$ cat src/sv/ddoi_pkg.sv
// package: widths, constants and tables of the odometry integrator
package ddoi_pkg;

    localparam int ANGLE_ITERATIONS_DEFAULT = 16;
    localparam int ATAN_DEPTH = 24;

    localparam logic signed [31:0] Q24_PI      = 32'sd52707179;
    localparam logic signed [31:0] Q24_HALF_PI = 32'sd26353589;
    localparam logic signed [31:0] Q24_TWO_PI  = 32'sd105414357;
    localparam logic signed [33:0] CORDIC_GAIN = 34'sd652032874;

    // register indexes
    localparam logic [2:0] REG_STEP_TIME     = 3'd0;
    localparam logic [2:0] REG_RADIUS        = 3'd1;
    localparam logic [2:0] REG_START_X       = 3'd2;
    localparam logic [2:0] REG_START_Y       = 3'd3;
    localparam logic [2:0] REG_START_HEADING = 3'd4;
    localparam logic [2:0] REG_COLL_THRESH   = 3'd5;

    // input mode codes
    localparam logic MODE_SAMPLE  = 1'b0;
    localparam logic MODE_RESTART = 1'b1;

    typedef struct packed {
        logic [23:0]        step_time;
        logic [15:0]        radius_q16;
        logic signed [31:0] start_x;
        logic signed [31:0] start_y;
        logic signed [31:0] start_heading;
        logic signed [15:0] collision_threshold;
    } cfg_t;

    typedef struct packed {
        logic               mode;
        logic signed [15:0] left_wheel_rate;
        logic signed [15:0] right_wheel_rate;
        logic signed [15:0] gyro_rate;
        logic signed [15:0] vertical_accel;
    } sample_t;

    typedef struct packed {
        logic signed [31:0] pose_x;
        logic signed [31:0] pose_y;
        logic signed [31:0] pose_heading;
        logic               collision;
    } pose_t;

    // arctangent table, Q2.30
    function automatic logic signed [33:0] atan_q30(input logic [4:0] i);
        logic signed [33:0] r;
        case (i)
            5'd0:  r = 34'sd843314857;
            5'd1:  r = 34'sd497837829;
            5'd2:  r = 34'sd263043837;
            5'd3:  r = 34'sd133525159;
            5'd4:  r = 34'sd67021687;
            5'd5:  r = 34'sd33543516;
            5'd6:  r = 34'sd16775851;
            5'd7:  r = 34'sd8388437;
            5'd8:  r = 34'sd4194283;
            5'd9:  r = 34'sd2097149;
            5'd10: r = 34'sd1048576;
            5'd11: r = 34'sd524288;
            5'd12: r = 34'sd262144;
            5'd13: r = 34'sd131072;
            5'd14: r = 34'sd65536;
            5'd15: r = 34'sd32768;
            5'd16: r = 34'sd16384;
            5'd17: r = 34'sd8192;
            5'd18: r = 34'sd4096;
            5'd19: r = 34'sd2048;
            5'd20: r = 34'sd1024;
            5'd21: r = 34'sd512;
            5'd22: r = 34'sd256;
            5'd23: r = 34'sd128;
            default: r = '0;
        endcase
        return r;
    endfunction

    function automatic logic signed [31:0] sat32(input logic signed [33:0] v);
        if (v > 34'sd2147483647)
            return 32'sh7fffffff;
        else if (v < -34'sd2147483648)
            return 32'sh80000000;
        else
            return v[31:0];
    endfunction

endpackage

$ cat src/sv/ddoi_cfg_regs.sv
// APB register file of the odometry integrator
module ddoi_cfg_regs (
    input  logic              clk,
    input  logic              rst_n,
    input  logic              psel,
    input  logic              penable,
    input  logic              pwrite,
    input  logic [4:0]        paddr,
    input  logic [31:0]       pwdata,
    output logic [31:0]       prdata,
    output logic              pready,
    output ddoi_pkg::cfg_t    cfg
);
    ddoi_pkg::cfg_t cfg_reg;
    logic [2:0]     idx;

    assign idx    = paddr[4:2];
    assign pready = 1'b1;
    assign cfg    = cfg_reg;

    // register writes
    always_ff @(posedge clk or negedge rst_n)
    begin
        if (!rst_n)
        begin
            cfg_reg.step_time           <= 24'd16777;
            cfg_reg.radius_q16          <= 16'd1311;
            cfg_reg.start_x             <= '0;
            cfg_reg.start_y             <= '0;
            cfg_reg.start_heading       <= '0;
            cfg_reg.collision_threshold <= -16'sd128;
        end
        else if (psel && penable && pwrite)
        begin
            case (idx)
                ddoi_pkg::REG_STEP_TIME:     cfg_reg.step_time <= pwdata[23:0];
                ddoi_pkg::REG_RADIUS:        cfg_reg.radius_q16 <= pwdata[15:0];
                ddoi_pkg::REG_START_X:       cfg_reg.start_x <= pwdata;
                ddoi_pkg::REG_START_Y:       cfg_reg.start_y <= pwdata;
                ddoi_pkg::REG_START_HEADING: cfg_reg.start_heading <= pwdata;
                ddoi_pkg::REG_COLL_THRESH:   cfg_reg.collision_threshold <= pwdata[15:0];
                default: ;
            endcase
        end
    end

    // read back
    always_comb
    begin
        unique case (idx)
            ddoi_pkg::REG_STEP_TIME:     prdata = {8'd0, cfg_reg.step_time};
            ddoi_pkg::REG_RADIUS:        prdata = {16'd0, cfg_reg.radius_q16};
            ddoi_pkg::REG_START_X:       prdata = cfg_reg.start_x;
            ddoi_pkg::REG_START_Y:       prdata = cfg_reg.start_y;
            ddoi_pkg::REG_START_HEADING: prdata = cfg_reg.start_heading;
            ddoi_pkg::REG_COLL_THRESH:
                prdata = {{16{cfg_reg.collision_threshold[15]}}, cfg_reg.collision_threshold};
            default:                     prdata = '0;
        endcase
    end
endmodule

$ cat config.mk
export PLATFORM = sky130hd
export DESIGN_NAME = ddoi_cfg_regs
export DESIGN_NICKNAME = d
export VERILOG_FILES = /design/src/sv/ddoi_pkg.sv /design/src/sv/ddoi_cfg_regs.sv
export SDC_FILE = /design/constraint.sdc
export NUM_CORES = 1
export LEC_CHECK = 0
export BUFFER_PORTS_ARGS = -buffer_cell sky130_fd_sc_hd__buf_2
export CORE_MARGIN = 4
export CORE_UTILIZATION = 48
export CTS_BUF_LIST = sky130_fd_sc_hd__clkbuf_8
export DETAILED_ROUTE_END_ITERATION = 10
export GPL_ROUTABILITY_DRIVEN = 0
export MAX_ROUTING_LAYER = met4
export PLACE_DENSITY = 0.87
export SYNTH_ARGS = -nofsm -noshare
export SYNTH_HDL_FRONTEND = slang
export SYNTH_SLANG_ARGS = --single-unit
$ cat constraint.sdc
create_clock -name clk -period 1.3 [get_ports clk]
set_input_delay 0.13 -clock clk [delete_from_list [all_inputs] [get_ports clk]]
set_output_delay 0.13 -clock clk [all_outputs]
set_load 0.005 [all_outputs]
# Word level (Yosys, flattened, before mapping)
# Cells that the tools add are included.
[totals] ff_bits=152 in_bits=42
[classes] eq_ne=5 muxes=1 reduce_logical=9
[ops] cell="32-bit one-hot mux with 6 select lines" count=1
[ops] cell="2-bit AND reduction" count=6
[ops] cell="3-bit by 2-bit == test with 1-bit output, second input constant" count=2
[ops] cell="3-bit == test, second input constant" count=2
[ops] cell="3-bit by 1-bit == test with 1-bit output, second input constant" count=1
[ops] cell="3-bit zero test" count=1
[ops] cell="1-bit logical AND" count=2

# Logic depth before layout (Yosys ltp)
[depth] depth_word=3 mapped_depth=6 depth_no_buf=3

# Worst setup path after synthesis
# Ideal clock, no wire load.
[synth_path] path_type="input to register" startpoint="input paddr[4]" endpoint="register cfg_reg (netlist bit cfg[117])" stages=4 required_time_ps=1175 n_path_buf=2 arrival_ps=1238 path_slack_ps=-63 cell_sequence="buf_2 nor3_2 buf_4 mux2_2"
[synth_via] elab_chain_cells=2
[synth_rtl] item="start, declared" line="ddoi_cfg_regs.sv:8" rtl="input logic [4:0] paddr,"
[synth_rtl] item="3-bit by 1-bit == test with 1-bit output" line="ddoi_cfg_regs.sv:35" rtl="case (idx)"
[synth_rtl] item="2-bit AND reduction (no line)"
[synth_rtl] item="end, declared" line="ddoi_cfg_regs.sv:14" rtl="ddoi_pkg::cfg_t cfg_reg;"
# Every way passes these cells.
# A chain may end at the register's enable or synchronous reset.

# Worst setup path after layout
[layout_path] startpoint="register cfg_reg (netlist bit cfg[15])" endpoint="output prdata[16]"
[layout_via] elab_chain_cells=1
[layout_rtl] item="32-bit one-hot mux with 6 select lines" line="ddoi_cfg_regs.sv:50" rtl="unique case (idx)"
[layout_rtl] item="end, declared" line="ddoi_cfg_regs.sv:10" rtl="output logic [31:0] prdata,"
# Every way passes these cells.

==> results.md <==
- Detailed placement finished with a half-perimeter wire length of 16,000 µm.
- The max-slew violation total from the final report is 0.
- The tree is rooted in a clkbuf_8.
- The region available for standard cell placement spans 14,100 µm².
- The power per cell area is 1410 nW/µm².
- In this run the number of H-tree levels came out at 4.
- For the final database, setup skew stands at 0 ns.
- The repair_antennas step left the layout with diodes totalling 0.
- The most critical setup path has its endpoint at prdata[16].
- The share of synthesized area occupied by flip-flops and latches is 54.4%.
- The cell area after synthesis is 7040 µm².
- The final setup violation count is 47.
- Clock-pin slew was measured on the worst setup and hold paths at 0.09 ns.
- The first-pass GRT wire length is 37,000 µm.
- Max-cap violations in this run came to 0.
- The total of buffers placed on input and output ports is 223.
- Using the TritonRoute via totals, the vias-per-cell ratio works out to 5.82.
- The setup check on the worst reg-to-reg path leaves a slack of 0.28 ns.
- The critical path is of the flop to output pin type.
- The startpoint of the most critical register-to-register path is cfg[118]$_DFFE_PN0P_.
- The via count of the routed design is 6,173.
- The count of yosys warnings during synthesis is 0.
- The maximum VDD drop is 0.000914 V.
- Setup slack on the critical path of the routed design comes to -0.527 ns.
- The type of element capturing the critical path is an output pin.
- The finished cells cover 10,500 µm².
- Measured in cells, the most critical reg-to-reg path has a length of 3.
- The clock latency of the later-clocked register in the worst-skew pair is 0.44 ns.
- The number of rows created at floorplan is 43.
- Yosys attributes the largest share of cell area to dfrtp_1 (47%), mux2_2 (28%), dfstp_2 (7.8%).
- The total overflow left after global routing is 0.
- For this run, the post-layout net count is 909.
- The checks that failed: setup timing.
- After the first detailed-routing iteration, the DRC count stood at 344.
- After detailed routing, the total wire length is 24,800 µm.
- The peak fanout along the critical path is 6.
- The post-placement worst setup slack is -0.245 ns.
- The number of hold violations in the final report is 0.
- The data required time at the worst endpoint is 1.17 ns.
- The count of pins on the block boundary is 227.
- The endpoint identified for the worst register-to-register timing path is cfg[118]$_DFFE_PN0P_.
- For this run, asynchronously set or reset flops after synthesis account for 100%.
- The DRC violation count after routing is 0.
- Averaged over all synthesized cells, the footprint is 13.7 µm².
- The first detailed-routing pass ran for 4 iterations.
- The number of global-route vias before repair is 6,661.
- Power comes to 14.9 mW.
- The growth of design area from synthesis to finish is 49.5%.
- The clock passes through at most 2 buffers.
- The synthesized netlist contains 38 unique library cells.
- The number of antenna violations at the first check in global routing is 0.
- The number of flip-flops under the largest register name is 152.
- The sort of element at the start of the critical path is a flop.
- The detail route stage leaves a number of antenna-violating nets equal to 0.
- Summed over all cells, the static leakage comes to 5.21 nW.
- The effective utilization at floorplan is 49.9%.
- In this run the horizontal extent of the chip is 129 µm.
- The most critical setup path has its startpoint at cfg[15]$_DFFE_PN1P_.
- Setup repair after global routing could not meet its margin everywhere.
- The overall die height is 129 µm.
- The clock drives 152 sinks.
- The placed instances occupy a cell area of 8990 µm².
- For this run, the leading register cell type out of synthesis is dfrtp_1.
- The transition time at the pin with the least slew margin is 0.516 ns.
- Entering global routing, the biggest net connects 40 pins.
- The final clock period utilization by the worst path is 141%.
- Summed over all instances, the cell type with the most area after synthesis is dfrtp_1.
- The synthesized netlist net count is 554.
- The area share of the leading cell type in the synthesized netlist is 46.6%.
- Counting flops with a built-in enable in the synthesized netlist gives 0.
- The flow ran to the end, but the final reports show violations.
- Counting every instance in the synthesized netlist gives 512.
- In the global route stage, overall resource usage came out at 29.9%.
- The worst slew margin relative to its limit is 65.6%.
- The timing-limited maximum frequency is 547 MHz.
- The total placed cells including tap cells is 948.
- The type of the worst min-delay path is primary input to asynchronous set/reset pin.
- The finished layout holds 1,060 standard cells, fillers aside.
- The CTS tree is built.
- Counting I/O delays and the setup requirement, the final critical path takes 1.83 ns.
- The number of buffers created by CTS is 17.
- The detail-routed net length per standard cell is 23.4 µm.
- The number of storage elements in the synthesis netlist is 152.
- Cells with a size suffix above 1 make up 68.6% of the layout.
- The die covers 16,700 µm².
- The worst path arrival time is 1.70 ns.
-- worst min-delay path by stage --
stage	startpoint	endpoint	slack [ns]	depth (start not counted)
global route	rst_n	cfg[52]$_DFFE_PN0P_	0.18	2
finish	rst_n	cfg[52]$_DFFE_PN0P_	0.16	2
floorplan	rst_n	cfg[0]$_DFFE_PN0P_	-0.17	0
global placement	rst_n	cfg[52]$_DFFE_PN0P_	0.08	1
CTS	rst_n	cfg[137]$_DFFE_PN0P_	0.16	2
detailed placement	rst_n	cfg[84]$_DFFE_PN0P_	0.08	1
-- cell families after synthesis --
logic type,Yosys count,synth area share (%)
compound gates,67,6.54
buf+inv,39,2.86
flops,152,54.4
mux,206,32.4
other cells,1,0.0533
simple gates,47,3.72
-- area by class of cell --
cell class              instances  area (µm²)
inverters                       3        11.3
flip-flops and latches        152        3830
repair buffers                372        2790
well taps                     180         225
fillers                       845        3570
clock buffers                  17         234
clock inverters                15         164
multi-input cells             321        3270
-- per-layer routing --
metal  wire [µm]  track usage [%]
met1        9610             35.9
met2       12600             50.1
met3        1720             5.81
met4         839             11.8
met5           0                -
-- stage by stage --
| stage | setup TNS [ns] | hold slack, ns | util [%] |
|---|---|---|---|
| 2_1_floorplan | -0.230 | -0.166 | - |
| 3_3_place_gp | -21.76 | 0.0756 | 63.8 |
| 3_5_place_dp | -27.78 | 0.0813 | 63.8 |
| 4_1_cts | -12.81 | 0.159 | 72.5 |
| 5_1_grt | -15.81 | 0.184 | 74.6 |
| 6_report | -12.80 | 0.164 | 74.6 |
-- report_power, final --
part	leakage [nW]	internal [mW]	switching [mW]	total [mW]
logic	3.11	2.71	1.92	4.63
clock network	0.201	1.87	1.83	3.70
registers	1.89	5.75	0.797	6.55
-- critical path, stage by stage (launching register included) --
cell and delay (ns):
dfstp_2 0.54, buf_6 0.14, mux2_4 0.15, a21oi_2 0.05, o22ai_1 0.21, buf_2 0.15
-- cell usage after synthesis, types with 7 or more instances --
cell and n:
o221ai_1 7, o22ai_1 11, a21oi_1 17, dfstp_2 21, buf_2 23, nor2_1 9
mux2i_1 31, mux2_2 173, nand2_1 9, nor2b_1 7, a221oi_1 7, dfrtp_1 131
-- cells in the final DEF (no fill, tap or decap), drive strengths merged, types with 5 or more instances in the layout --
cell,Yosys,routed
a21oi,17,17
o21ai,6,6
dfstp,21,21
nor3b,6,6
clkbuf,6,17
o22ai,11,11
clkinv,0,5
nor2b,7,7
mux2,175,175
dlygate4sd3,0,33
a22oi,5,5
o221ai,7,7
buf,30,339
dfrtp,131,131
a221oi,7,7
nor2,11,11
nand2,9,9
inv,3,6
mux2i,31,31
-- timing repair --
item                                    4_1_cts  5_1_grt
gates resized for setup                      55       46
endpoints found under the setup margin       34       56
pin swaps                                    19       12
hold buffers                                 33        0
buffers inserted                             36       16
endpoints found under the hold margin       280        0
Power figures use the tool's default switching activity.
